===== config.mk =====
export PLATFORM = sky130hd
export DESIGN_NAME = touch_swipe_gesture_classifier_unit
export DESIGN_NICKNAME = d
export VERILOG_FILES = /design/src/rtl/tsgc_pkg.sv /design/src/rtl/tsgc_mul.sv /design/src/rtl/tsgc_sqrt.sv /design/src/rtl/touch_swipe_gesture_classifier_unit.sv
export SDC_FILE = /design/constraint.sdc
export NUM_CORES = 2
export LEC_CHECK = 0
export BUFFER_PORTS_ARGS = -buffer_cell sky130_fd_sc_hd__buf_2
export CAP_MARGIN = 25
export CELL_PAD_IN_SITES_DETAIL_PLACEMENT = 1
export CELL_PAD_IN_SITES_GLOBAL_PLACEMENT = 1
export CORE_ASPECT_RATIO = 1.2
export CORE_MARGIN = 2
export CORE_UTILIZATION = 45
export DETAILED_ROUTE_END_ITERATION = 12
export HOLD_SLACK_MARGIN = 0.1
export PLACE_DENSITY_LB_ADDON = 0.08
export SYNTH_ARGS = -nofsm -noshare
export SYNTH_HDL_FRONTEND = slang
export SYNTH_SLANG_ARGS = --single-unit

===== constraint.sdc =====
create_clock -name clk -period 12.8 [get_ports clk]
set_clock_uncertainty 0.05 [all_clocks]
set_input_delay 3.2 -clock clk [delete_from_list [all_inputs] [get_ports clk]]
set_output_delay 3.2 -clock clk [all_outputs]
set_load 0.1 [all_outputs]

===== src/rtl/tsgc_pkg.sv =====
// tsgc_pkg: shared codes, widths and types of the touch swipe gesture classifier
// no dependencies; imported by every module of the block
package tsgc_pkg;

  // event kinds
  localparam logic [1:0] EV_PRESS    = 2'd0;
  localparam logic [1:0] EV_PRESSING = 2'd1;
  localparam logic [1:0] EV_RELEASE  = 2'd2;

  // swipe directions
  localparam logic [2:0] MV_NONE  = 3'd0;
  localparam logic [2:0] MV_UP    = 3'd1;
  localparam logic [2:0] MV_DOWN  = 3'd2;
  localparam logic [2:0] MV_LEFT  = 3'd3;
  localparam logic [2:0] MV_RIGHT = 3'd4;

  // register indexes (byte address 4*index)
  localparam logic [2:0] REG_VEDGE  = 3'd0;
  localparam logic [2:0] REG_HEDGE  = 3'd1;
  localparam logic [2:0] REG_VMOVE  = 3'd2;
  localparam logic [2:0] REG_HMOVE  = 3'd3;
  localparam logic [2:0] REG_TAN    = 3'd4;
  localparam logic [2:0] REG_SLOW   = 3'd5;
  localparam logic [2:0] REG_SHORT  = 3'd6;

  // square root unit: radicand is d2 * 2^16, root is floor(256 * sqrt(d2))
  localparam int SQ_IN_W  = 38;
  localparam int SQ_OUT_W = SQ_IN_W / 2;
  localparam int SQ_REM_W = SQ_OUT_W + 3;

  // multiplier operand and product widths
  localparam int MUL_W  = 16;
  localparam int PROD_W = 2 * MUL_W;

  typedef struct packed {
    logic                done;
    logic [SQ_OUT_W-1:0] root;
  } sq_res_t;

endpackage


===== src/rtl/tsgc_mul.sv =====
// tsgc_mul: shared 16x16 unsigned multiplier with registered product
// depends on tsgc_pkg
module tsgc_mul (
  input  logic                         clk,
  input  logic [tsgc_pkg::MUL_W-1:0]   a,
  input  logic [tsgc_pkg::MUL_W-1:0]   b,
  output logic [tsgc_pkg::PROD_W-1:0]  prod
);
  import tsgc_pkg::*;

  always_ff @(posedge clk) begin
    prod <= PROD_W'(a) * PROD_W'(b);
  end

endmodule


===== src/rtl/tsgc_sqrt.sv =====
// tsgc_sqrt: digit-by-digit integer square root, two radicand bits per cycle
// depends on tsgc_pkg
module tsgc_sqrt (
  input  logic                          clk,
  input  logic                          rst,
  input  logic                          start,
  input  logic [tsgc_pkg::SQ_IN_W-1:0]  radicand,
  output tsgc_pkg::sq_res_t             res
);
  import tsgc_pkg::*;

  localparam int CNT_W = $clog2(SQ_OUT_W + 1);

  logic [SQ_IN_W-1:0]  rad;
  logic [SQ_REM_W-1:0] rem;
  logic [SQ_OUT_W-1:0] root;
  logic [CNT_W-1:0]    cnt;
  logic                busy;
  logic                done;

  logic [SQ_REM_W-1:0] rem_sh;
  logic [SQ_REM_W-1:0] trial;
  logic                fits;

  always_comb begin
    rem_sh = {rem[SQ_REM_W-3:0], rad[SQ_IN_W-1 -: 2]};
    trial  = {root, 2'b01};
    fits   = rem_sh >= trial;
  end

  always_ff @(posedge clk) begin
    if (rst) begin
      busy <= 1'b0;
      done <= 1'b0;
      cnt  <= '0;
    end else begin
      done <= 1'b0;
      if (start) begin
        busy <= 1'b1;
        cnt  <= CNT_W'(SQ_OUT_W);
      end else if (busy) begin
        cnt <= cnt - 1'b1;
        if (cnt == CNT_W'(1)) begin
          busy <= 1'b0;
          done <= 1'b1;
        end
      end
    end
  end

  // datapath
  always_ff @(posedge clk) begin
    if (start) begin
      rad  <= radicand;
      rem  <= '0;
      root <= '0;
    end else if (busy) begin
      rad  <= {rad[SQ_IN_W-3:0], 2'b00};
      rem  <= fits ? rem_sh - trial : rem_sh;
      root <= {root[SQ_OUT_W-2:0], fits};
    end
  end

  assign res.done = done;
  assign res.root = root;

endmodule


===== src/rtl/touch_swipe_gesture_classifier_unit.sv =====
// touch_swipe_gesture_classifier_unit: top level of the swipe gesture classifier
// depends on tsgc_pkg, tsgc_mul, tsgc_sqrt
//
//   channel  | handshake                    | payload
//   ---------+------------------------------+--------------------------------------
//   input    | in_valid / in_stall          | touched, touch_x, touch_y, now_ms
//   output   | out_valid / out_stall        | event_kind .. is_slow, one beat max
//   config   | apb psel/penable/pwrite      | paddr[4:2] index, pwdata, prdata
//
// an untouched sample with no gesture gives no beat
// a press goes from S_EVAL straight to S_OUT; pressing or release
// runs four passes through the shared multiplier and 19 root steps
// one sample in flight at a time; the next sample is taken while a finished
// beat still waits in the output register
// a stalled beat keeps the sequencer in its last state until the beat drains
// rst is synchronous and clears config to defaults and all gesture state
module touch_swipe_gesture_classifier_unit #(
  parameter int SCREEN_WIDTH  = 480,
  parameter int SCREEN_HEIGHT = 480
) (
  input  logic        clk,
  input  logic        rst,
  // sample input
  input  logic        in_valid,
  output logic        in_stall,
  input  logic        touched,
  input  logic [9:0]  touch_x,
  input  logic [9:0]  touch_y,
  input  logic [31:0] now_ms,
  // result output
  output logic        out_valid,
  input  logic        out_stall,
  output logic [1:0]  event_kind,
  output logic [9:0]  start_x,
  output logic [9:0]  start_y,
  output logic [9:0]  stop_x,
  output logic [9:0]  stop_y,
  output logic [3:0]  start_zone,
  output logic [3:0]  stop_zone,
  output logic [2:0]  direction,
  output logic [15:0] hold_ms,
  output logic [10:0] travel_px,
  output logic        is_short,
  output logic        is_slow,
  // register port
  input  logic        psel,
  input  logic        penable,
  input  logic        pwrite,
  input  logic [4:0]  paddr,
  input  logic [31:0] pwdata,
  output logic [31:0] prdata,
  output logic        pready
);
  import tsgc_pkg::*;

  typedef enum logic [3:0] {
    S_IDLE, S_EVAL, S_MX, S_MY, S_MP, S_MT, S_TA, S_SQ, S_OUT
  } state_t;

  // config registers
  logic [9:0]  vedge, hedge, vmove, hmove;
  logic [13:0] tan_q8;
  logic [15:0] slow_q8, short_ms;

  // gesture state
  logic        active;
  logic [9:0]  start_px, start_py, last_px, last_py;
  logic [3:0]  start_edges;
  logic [31:0] press_time;
  logic [2:0]  held_dir;
  logic [10:0] held_dist;
  logic [1:0]  held_flags;   // bit0 short, bit1 slow

  // per-sample work registers
  state_t      state;
  logic        s_tv;
  logic [9:0]  s_x, s_y;
  logic [31:0] s_now;
  logic [1:0]  kind;
  logic [15:0] dur;
  logic [20:0] d2;
  logic [31:0] p_reg;
  logic [23:0] ta_reg;

  logic        wr_en;
  logic        tv;
  logic [31:0] elapsed;
  logic signed [10:0] dx, dy;
  logic [10:0] ndx, ndy;
  logic [9:0]  adx, ady;
  logic        moved, vert, slow;
  logic [2:0]  dir_new;
  logic        out_load;

  logic [MUL_W-1:0]   mul_a, mul_b;
  logic [PROD_W-1:0]  prod;
  logic               sq_start;
  logic [SQ_IN_W-1:0] sq_rad;
  sq_res_t            sq_res;

  // edge area bits: top, bottom, left, right
  function automatic logic [3:0] edge_bits(input logic [9:0] px, input logic [9:0] py);
    logic signed [11:0] hy;
    logic signed [11:0] wx;
    logic [3:0]         a;
    hy   = 12'(SCREEN_HEIGHT) - {2'b00, py};
    wx   = 12'(SCREEN_WIDTH) - {2'b00, px};
    a[0] = py < vedge;
    a[1] = hy < $signed({2'b00, vedge});
    a[2] = px < hedge;
    a[3] = wx < $signed({2'b00, hedge});
    return a;
  endfunction

  // ---------------------------------------------------------------- registers
  assign pready = 1'b1;
  assign wr_en  = psel & penable & pwrite;

  always_ff @(posedge clk) begin
    if (rst) begin
      vedge    <= 10'd20;
      hedge    <= 10'd20;
      vmove    <= 10'd50;
      hmove    <= 10'd50;
      tan_q8   <= 14'd256;
      slow_q8  <= 16'd256;
      short_ms <= 16'd300;
    end else if (wr_en) begin
      unique case (paddr[4:2])
        REG_VEDGE: vedge    <= pwdata[9:0];
        REG_HEDGE: hedge    <= pwdata[9:0];
        REG_VMOVE: vmove    <= pwdata[9:0];
        REG_HMOVE: hmove    <= pwdata[9:0];
        REG_TAN:   tan_q8   <= pwdata[13:0];
        REG_SLOW:  slow_q8  <= pwdata[15:0];
        REG_SHORT: short_ms <= pwdata[15:0];
        default: ;
      endcase
    end
  end

  always_comb begin
    unique case (paddr[4:2])
      REG_VEDGE: prdata = {22'd0, vedge};
      REG_HEDGE: prdata = {22'd0, hedge};
      REG_VMOVE: prdata = {22'd0, vmove};
      REG_HMOVE: prdata = {22'd0, hmove};
      REG_TAN:   prdata = {18'd0, tan_q8};
      REG_SLOW:  prdata = {16'd0, slow_q8};
      REG_SHORT: prdata = {16'd0, short_ms};
      default:   prdata = '0;
    endcase
  end

  // ---------------------------------------------------------------- datapath
  // a touch outside the screen counts as untouched
  assign tv = touched && ({1'b0, touch_x} < 11'(SCREEN_WIDTH))
                      && ({1'b0, touch_y} < 11'(SCREEN_HEIGHT));

  assign in_stall = (state != S_IDLE);
  assign elapsed  = s_now - press_time;

  // signed travel from start to the latest valid point
  always_comb begin
    dx    = $signed({1'b0, last_px}) - $signed({1'b0, start_px});
    dy    = $signed({1'b0, last_py}) - $signed({1'b0, start_py});
    ndx   = 11'(-dx);
    ndy   = 11'(-dy);
    adx   = dx[10] ? ndx[9:0] : dx[9:0];
    ady   = dy[10] ? ndy[9:0] : dy[9:0];
    moved = (dx != 11'sd0) || (dy != 11'sd0);
    vert  = (dx == 11'sd0) || ({6'd0, ady, 8'd0} > ta_reg);
    // p > floor(sqrt(d2 * 2^16)) is the same as p^2 > d2 * 2^16
    slow  = (dur != 16'd0) && (p_reg > {{(32-SQ_OUT_W){1'b0}}, sq_res.root});
    dir_new = held_dir;
    if (vert) begin
      if (ady > vmove) dir_new = dy[10] ? MV_UP : MV_DOWN;
    end else begin
      if (adx > hmove) dir_new = dx[10] ? MV_LEFT : MV_RIGHT;
    end
  end

  // shared multiplier schedule: adx^2, ady^2, slow*dur, tan*adx
  always_comb begin
    unique case (state)
      S_MX:    begin mul_a = 16'(adx);   mul_b = 16'(adx); end
      S_MY:    begin mul_a = 16'(ady);   mul_b = 16'(ady); end
      S_MP:    begin mul_a = slow_q8;    mul_b = dur;      end
      S_MT:    begin mul_a = 16'(tan_q8); mul_b = 16'(adx); end
      default: begin mul_a = '0;         mul_b = '0;       end
    endcase
  end

  tsgc_mul u_mul (
    .clk  (clk),
    .a    (mul_a),
    .b    (mul_b),
    .prod (prod)
  );

  // root of d2 scaled by 2^16 serves both the distance and the slow test
  assign sq_start = (state == S_MT);
  assign sq_rad   = {1'b0, d2, 16'd0};

  tsgc_sqrt u_sqrt (
    .clk      (clk),
    .rst      (rst),
    .start    (sq_start),
    .radicand (sq_rad),
    .res      (sq_res)
  );

  assign out_load = (state == S_OUT) && (!out_valid || !out_stall);

  // ---------------------------------------------------------------- sequencer
  always_ff @(posedge clk) begin
    if (rst) begin
      state       <= S_IDLE;
      active      <= 1'b0;
      start_px    <= '0;
      start_py    <= '0;
      last_px     <= '0;
      last_py     <= '0;
      start_edges <= '0;
      press_time  <= '0;
      held_dir    <= MV_NONE;
      held_dist   <= '0;
      held_flags  <= '0;
      out_valid   <= 1'b0;
    end else begin
      // a taken beat frees the output register unless a new one loads
      if (!out_load && !out_stall) out_valid <= 1'b0;
      unique case (state)
        S_IDLE: begin
          if (in_valid) begin
            s_tv  <= tv;
            s_x   <= touch_x;
            s_y   <= touch_y;
            s_now <= now_ms;
            state <= S_EVAL;
          end
        end
        S_EVAL: begin
          if (s_tv) begin
            last_px <= s_x;
            last_py <= s_y;
          end
          priority if (!active && !s_tv) begin
            state <= S_IDLE;
          end else if (!active) begin
            active      <= 1'b1;
            press_time  <= s_now;
            start_px    <= s_x;
            start_py    <= s_y;
            start_edges <= edge_bits(s_x, s_y);
            kind        <= EV_PRESS;
            dur         <= '0;
            state       <= S_OUT;
          end else begin
            kind  <= s_tv ? EV_PRESSING : EV_RELEASE;
            dur   <= (|elapsed[31:16]) ? 16'hFFFF : elapsed[15:0];
            state <= S_MX;
          end
        end
        S_MX: state <= S_MY;
        S_MY: begin
          d2    <= prod[20:0];
          state <= S_MP;
        end
        S_MP: begin
          d2    <= d2 + prod[20:0];
          state <= S_MT;
        end
        S_MT: begin
          p_reg <= prod;
          state <= S_TA;
        end
        S_TA: begin
          ta_reg <= prod[23:0];
          state  <= S_SQ;
        end
        S_SQ: begin
          if (sq_res.done) begin
            held_flags[0] <= dur < short_ms;
            if (moved) begin
              held_dist     <= sq_res.root[SQ_OUT_W-1:8];
              held_flags[1] <= slow;
              held_dir      <= dir_new;
            end
            state <= S_OUT;
          end
        end
        S_OUT: begin
          if (out_load) begin
            out_valid   <= 1'b1;
            event_kind  <= kind;
            start_x     <= start_px;
            start_y     <= start_py;
            stop_x      <= last_px;
            stop_y      <= last_py;
            start_zone  <= start_edges;
            stop_zone   <= edge_bits(last_px, last_py);
            direction   <= held_dir;
            hold_ms     <= dur;
            travel_px   <= held_dist;
            is_short    <= held_flags[0];
            is_slow     <= held_flags[1];
            // release ends the gesture
            if (kind == EV_RELEASE) begin
              active      <= 1'b0;
              start_px    <= '0;
              start_py    <= '0;
              last_px     <= '0;
              last_py     <= '0;
              start_edges <= '0;
              press_time  <= '0;
              held_dir    <= MV_NONE;
              held_dist   <= '0;
              held_flags  <= '0;
            end
            state <= S_IDLE;
          end
        end
        default: state <= S_IDLE;
      endcase
    end
  end

endmodule


Yosys cells after proc, flatten, opt, wreduce, memory -nomap -nowiden:

Index checks and enable logic that the tools add are counted.

* bitwise gates (word level): 5
* shifts and indexed selects: 0
* reductions and logical operators: 49
* $lt $le $gt $ge: 16
* mux-type cells: 72
* add/subtract/negate cells: 12
* multiply operators: 1
* equality and inequality tests: 26
* divide/modulo/power cells: 0

Operators by type and width (count)
* two-way mux 32 bit: 4
* case mux 16 bit (7 select lines): 1
* two-way mux 10 bit: 10
* case mux 10 bit (2 select lines): 4
* two-way mux 37 bit: 2
* case mux 16 bit (4 select lines): 1
* case mux 32 bit (2 select lines): 1
* case mux 16 bit (3 select lines): 1
* < comparator 11 bit: 4
* two-way mux 11 bit: 4
* subtractor 9 x 10 -> 11 bit (first input constant): 4
* case mux 21 bit (2 select lines): 1
* < comparator 10 bit: 4
* two-way mux 4 bit: 9
* case mux 4 bit (9 select lines): 1
* greater-than comparator 32 x 19 -> 1 bit: 1
* multiplier 16 x 16 -> 32 bit: 1
* subtractor 32 bit: 1
* greater-than comparator 18 x 24 -> 1 bit: 1
* two-way mux 3 bit: 8
* greater-or-equal comparator 22 x 21 -> 1 bit: 1
* case mux 11 bit (2 select lines): 1
* nonzero test 11 bit: 2
* subtractor 10 x 10 -> 11 bit: 2
* other kinds (47): 112

* memories: 0
* memory bits (writable): 0
* input port bits: 97
* register bits after elaboration: 514
* ROM bits: 0
* latch bits: 0
* output and inout bits: 117

Longest topological paths before layout:

* word-level depth: 9
* mapped depth: 38

Modules after synthesis:

From an unflattened synthesis, not the netlist that was laid out.

* cell total of the unflattened synthesis: 3919
* area, all modules: 37567.3 sq um

Modules (own cells, without submodules)
* touch_swipe_gesture_classifier_unit: instances 1, area an instance 23570.1 sq um, cells an instance 2435
* tsgc_mul: instances 1, area an instance 9230.1 sq um, cells an instance 1019
* tsgc_sqrt: instances 1, area an instance 4767.1 sq um, cells an instance 465

Least setup slack after synthesis:

OpenSTA, ideal clock, no wires.

* path kind: input -> output
* start: in paddr[2]
* end: out prdata[9]
* stages on the path: 5
* slack: 3.171 ns
* required time: 9.550 ns
* arrival time: 6.379 ns
* path through: clkbuf_1 clkbuf_1 clkbuf_1 a22oi_1 o21ai_0

* cells in the longest elaborated chain, start to end: 2
* elaborated cells between the ends (all ways): 8
* those cells by class: eq/ne: 6; mux: 1; reduce/logical: 1

Ends and longest elaborated chain
* from (decl): RTL line touch_swipe_gesture_classifier_unit.sv:49 `input logic [4:0] paddr,`
* == test 3 bit, or another cell as far along: RTL line touch_swipe_gesture_classifier_unit.sv:143 `unique case (paddr[4:2])`
* case mux 16 bit (7 select lines) *: RTL line touch_swipe_gesture_classifier_unit.sv:143
* to (decl): RTL line touch_swipe_gesture_classifier_unit.sv:51 `output logic [31:0] prdata,`

Mark *: on every way between the ends. The rest lies on a longest branch, timed or not.

Final worst setup path:

* start: reg last_px[0]
* end: reg u_mul.prod[30] (netlist name)

* cells in the longest elaborated chain, start to end: 5
* elaborated cells between the ends (all ways): 6
* those cells by class: add/sub: 2; mul: 1; mux: 3

Ends and longest elaborated chain
* from (decl): RTL line touch_swipe_gesture_classifier_unit.sv:67 `logic [9:0] start_px, start_py, last_px, last_py;`
* from (signal assigned): RTL line touch_swipe_gesture_classifier_unit.sv:222 `last_px <= '0;`
* from (signal assigned): RTL line touch_swipe_gesture_classifier_unit.sv:245 `last_px <= s_x;`
* from (signal assigned): RTL line touch_swipe_gesture_classifier_unit.sv:313 `last_px <= '0;`
* subtractor 10 x 10 -> 11 bit *: RTL line touch_swipe_gesture_classifier_unit.sv:165 `dx = $signed({1'b0, last_px}) - $signed({1'b0, start_px});`
* negation 10 bit: RTL line touch_swipe_gesture_classifier_unit.sv:167 `ndx = 11'(-dx);`
* two-way mux 10 bit *: RTL line touch_swipe_gesture_classifier_unit.sv:169 `adx = dx[10] ? ndx[9:0] : dx[9:0];`
* case mux 16 bit (4 select lines) / case mux 16 bit (3 select lines) (equally long branches): RTL line touch_swipe_gesture_classifier_unit.sv:185 `unique case (state)`
* multiplier 16 x 16 -> 32 bit *: RTL line tsgc_mul.sv:12 `prod <= PROD_W'(a) * PROD_W'(b);`
* to (signal assigned): RTL line tsgc_mul.sv:12
* to (decl): RTL line tsgc_mul.sv:7 `output logic [tsgc_pkg::PROD_W-1:0] prod`

Marked as above.
A chain may end at the register's enable or synchronous reset.

==> metrics.yaml <==
status:
  status: "complete, no violations"
global_routing:
  grt_usage_pct: 26.0
  grt_pass1_vias: 29500
  grt_pass1_wl_mm: 169
  grt-ovfl-total: 0
  grt_max_degree: 77
  grt_antenna_before_repair: 6
sta:
  period_minus_slack_ns: 9.94
  period_share_pct: 77.6
  fmax_mhz: 101
  final_max_slew_viol_count: 0
  tightestPinTransition_ns: 1.04
  slew_headroom_pct: 30.4
  finalSetupViolations: 0
  rsz0062_at_grt: "false"
  final.setup.tns_ns: 0
  finalHoldViolCount: 0
  holdWs_ns: 0.353
cells_and_area:
  nFillCells: 9083
  register_area_mm2: 0.0128
  multi_input_area_mm2: 0.0210
  nNetsFinal: 4574
  syn_to_final_growth_pct: 11.2
  drive_above_1_share_pct: 10.2
worst_setup_path:
  cp_top_family: "adder cells"
  crit_required_ns: 13.30
  crit_fanout: 16
  end_kind: "register"
  cp_common_cell: "fa_1"
  r2r_end: "u_mul.prod[30]$_DFF_P_"
  crit_type: "reg -> reg"
  crit_arrival_ns: 10.43
  worst-r2r-cell-count: 30
  ff2ff_setup_slack_ns: 2.86
  cp_slowest_cell: "a221o_1"
  critPathLaunchType: "register"
  max_stage_delay_ns: 0.76
  reg2reg_from: "last_px[0]$_SDFFE_PP0P_"
  crit_buf_inv: 4
floorplanning:
  num_rows: 113
  fp.dieArea_mm2: 0.0823
  start_util_pct: 45.5
  fp.dieW_um: 262
  core_mm2: 0.0792
  ios: 214
  die_h_um: 314
yosys:
  synth_edf_count: 251
  yosys-top-cells-area: "edfxtp_1 (21%), dfxtp_1 (15%), ha_1 (12%), fa_1 (11%), nand2_1 (5.2%)"
  ys_warn_count: 0
  synthSimpleGateAreaFrac_pct: 15.5
  ys_seq_area_share_pct: 35.6
  synth_xor_xnor_area_share_pct: 3.52
  synth_mux_area_share_pct: 2.69
  synthArstFlopShare_pct: 0
  synth-seq-cells: 514
  yosysTopAreaCell: "edfxtp_1"
  avgSynthCellArea_um2: 9.43
  syn_inst: 3817
  synth_cell_type_count: 103
  syn_area_mm2: 0.0360
  synth_top_family_by_area: "adder cells"
  ys.flop_type: "dfxtp_1"
  synth_top_area_share_pct: 20.9
  synth-compound-area-share_pct: 13.5
  synth_fa_ha_area_share_pct: 22.8
route:
  dr.pass1.iters: 4
  dr.first_iter.drc_count: 1520
  drc: 0
  routed_wl_mm: 107
  vias: 28000
  wl_per_cell_um: 21.3
  postRouteAntennaNets: 0
  vias_per_cell: 5.58
hold_path:
  hp-start: "u_mul.prod[26]$_DFF_P_"
  hold_depth: 0
  min_path_type: "reg -> reg"
  min_to: "p_reg[26]$_DFFE_PP_"
clock_network:
  clk_pin_slew_ns: 0.07
  clock_path_buffers: 3
  cts_resized: 0
  cts.sinks: 514
  hold_buffers: 0
  cts_setup_buffers: 0
  clock_latency_ns: 0.67
  cts_tree: "done"
  htree_levels: 2
  root_buffer: "clkbuf_16"
  cts_made_buffers: 57
job:
  drv_cap: 0
power_and_ir_drop:
  leakage_nw: 16.8
  p_per_area_mw_per_mm2: 130
  vdd_drop_max_v: 0.000108
placement:
  place.gp.congestion: 0.850
  dpl.hpwl_mm: 81.3
  portBuffers: 178
## metrics by stage
stage                     utilization [%]  std cells  total power, W  setup slack [ns]  area (µm²)
after floorplan                         -       3832         0.00297              3.17       36100
after global placement               47.8       4910         0.00335              3.02       37800
after detailed placement             47.8       4912         0.00339              2.95       37900
after CTS                            50.5       5020         0.00526              2.83       40000
after global routing                 50.6       5025         0.00548              2.31       40000
final                                50.6       5027         0.00521              2.86       40000
## final cells by class
class                           instances  area share [%]
Multi-Input combinational cell       2738            52.5
Tap cell                             1035            3.23
Clock buffer                           68            3.79
Timing Repair Buffer                  218            3.12
Sequential cell                       514            32.0
Antenna cell                            4          0.0250
Inverter                              410            3.84
Clock inverter                         40            1.48
## cells by family (layout without fill, tap and decap cells)
| group | Yosys count | after routing |
|---|---|---|
| and+or+nand+nor | 1223 | 1223 |
| AOI/OAI and AO/OA | 730 | 730 |
| buffers and inverters | 580 | 736 |
| adders and majority gates | 538 | 538 |
| DFF | 514 | 514 |
| xor gates and xnor gates | 144 | 144 |
| muxes | 86 | 86 |
| other | 2 | 21 |
## worst max-delay path by stage
stage / startpoint / end / slack, ns / depth (start not counted)
6_report: last_px[0]$_SDFFE_PP0P_ / u_mul.prod[30]$_DFF_P_ / 2.86 / 30
5_1_grt: last_px[0]$_SDFFE_PP0P_ / u_mul.prod[30]$_DFF_P_ / 2.31 / 30
4_1_cts: last_px[0]$_SDFFE_PP0P_ / u_mul.prod[29]$_DFF_P_ / 2.83 / 31
3_5_place_dp: last_px[0]$_SDFFE_PP0P_ / u_mul.prod[29]$_DFF_P_ / 2.95 / 31
3_3_place_gp: last_px[0]$_SDFFE_PP0P_ / u_mul.prod[29]$_DFF_P_ / 3.02 / 31
2_1_floorplan: paddr[2] / prdata[9] / 3.17 / 5
## placed cells by master (no fill, tap or decap), types with 17 or more instances in the layout
master | netlist | layout
mux2i_1 | 67 | 67
and3_1 | 33 | 33
nor2_1 | 321 | 317
a211o_1 | 27 | 27
nand2b_1 | 45 | 45
a21oi_1 | 227 | 225
fa_1 | 198 | 198
edfxtp_1 | 251 | 251
o21ai_0 | 110 | 109
nor3_1 | 57 | 55
xnor2_1 | 88 | 88
clkbuf_16 | 0 | 59
ha_1 | 340 | 340
a22oi_1 | 68 | 68
buf_4 | 20 | 35
o21a_1 | 23 | 23
a21o_1 | 86 | 86
a31oi_1 | 31 | 31
dfxtp_1 | 263 | 262
conb_1 | 2 | 17
nor2b_1 | 32 | 32
nor4_1 | 18 | 17
xor2_1 | 55 | 55
nand4_1 | 27 | 27
and2_1 | 29 | 29
inv_1 | 409 | 409
buf_2 | 22 | 178
nand3_1 | 81 | 81
nand2_1 | 503 | 503
## per-layer routing
metal | global-route usage, % | vias up | share of wire (%)
met3 | 3.38 | 184 | 3.5
met4 | 9.67 | 2 | 3.9
met1 | 32.3 | 14100 | 43
li1 | - | 13300 | -
met2 | 46.2 | 480 | 50
met5 | 0 | - | 0.012
## cell usage after synthesis (all sizes together) (56+ instances only)
cell and instances:
o21ai 126, mux2i 67, edfxtp 251, nand3 81, xor2 56, a21o 87, a22oi 68, dfxtp 263
fa 198, buf 60, nand2 503, clkbuf 110, a21oi 230, nor3 67, xnor2 88, nor2 321
ha 340, inv 409
## where the power goes
group          total, W  leakage (nW)  switching, W  internal (W)
clock           0.00185          1.02      0.000733       0.00112
combinational   0.00149          11.3      0.000914      0.000573
sequential      0.00188          4.48     0.0000800       0.00180
(Power assumes the default switching activity.)
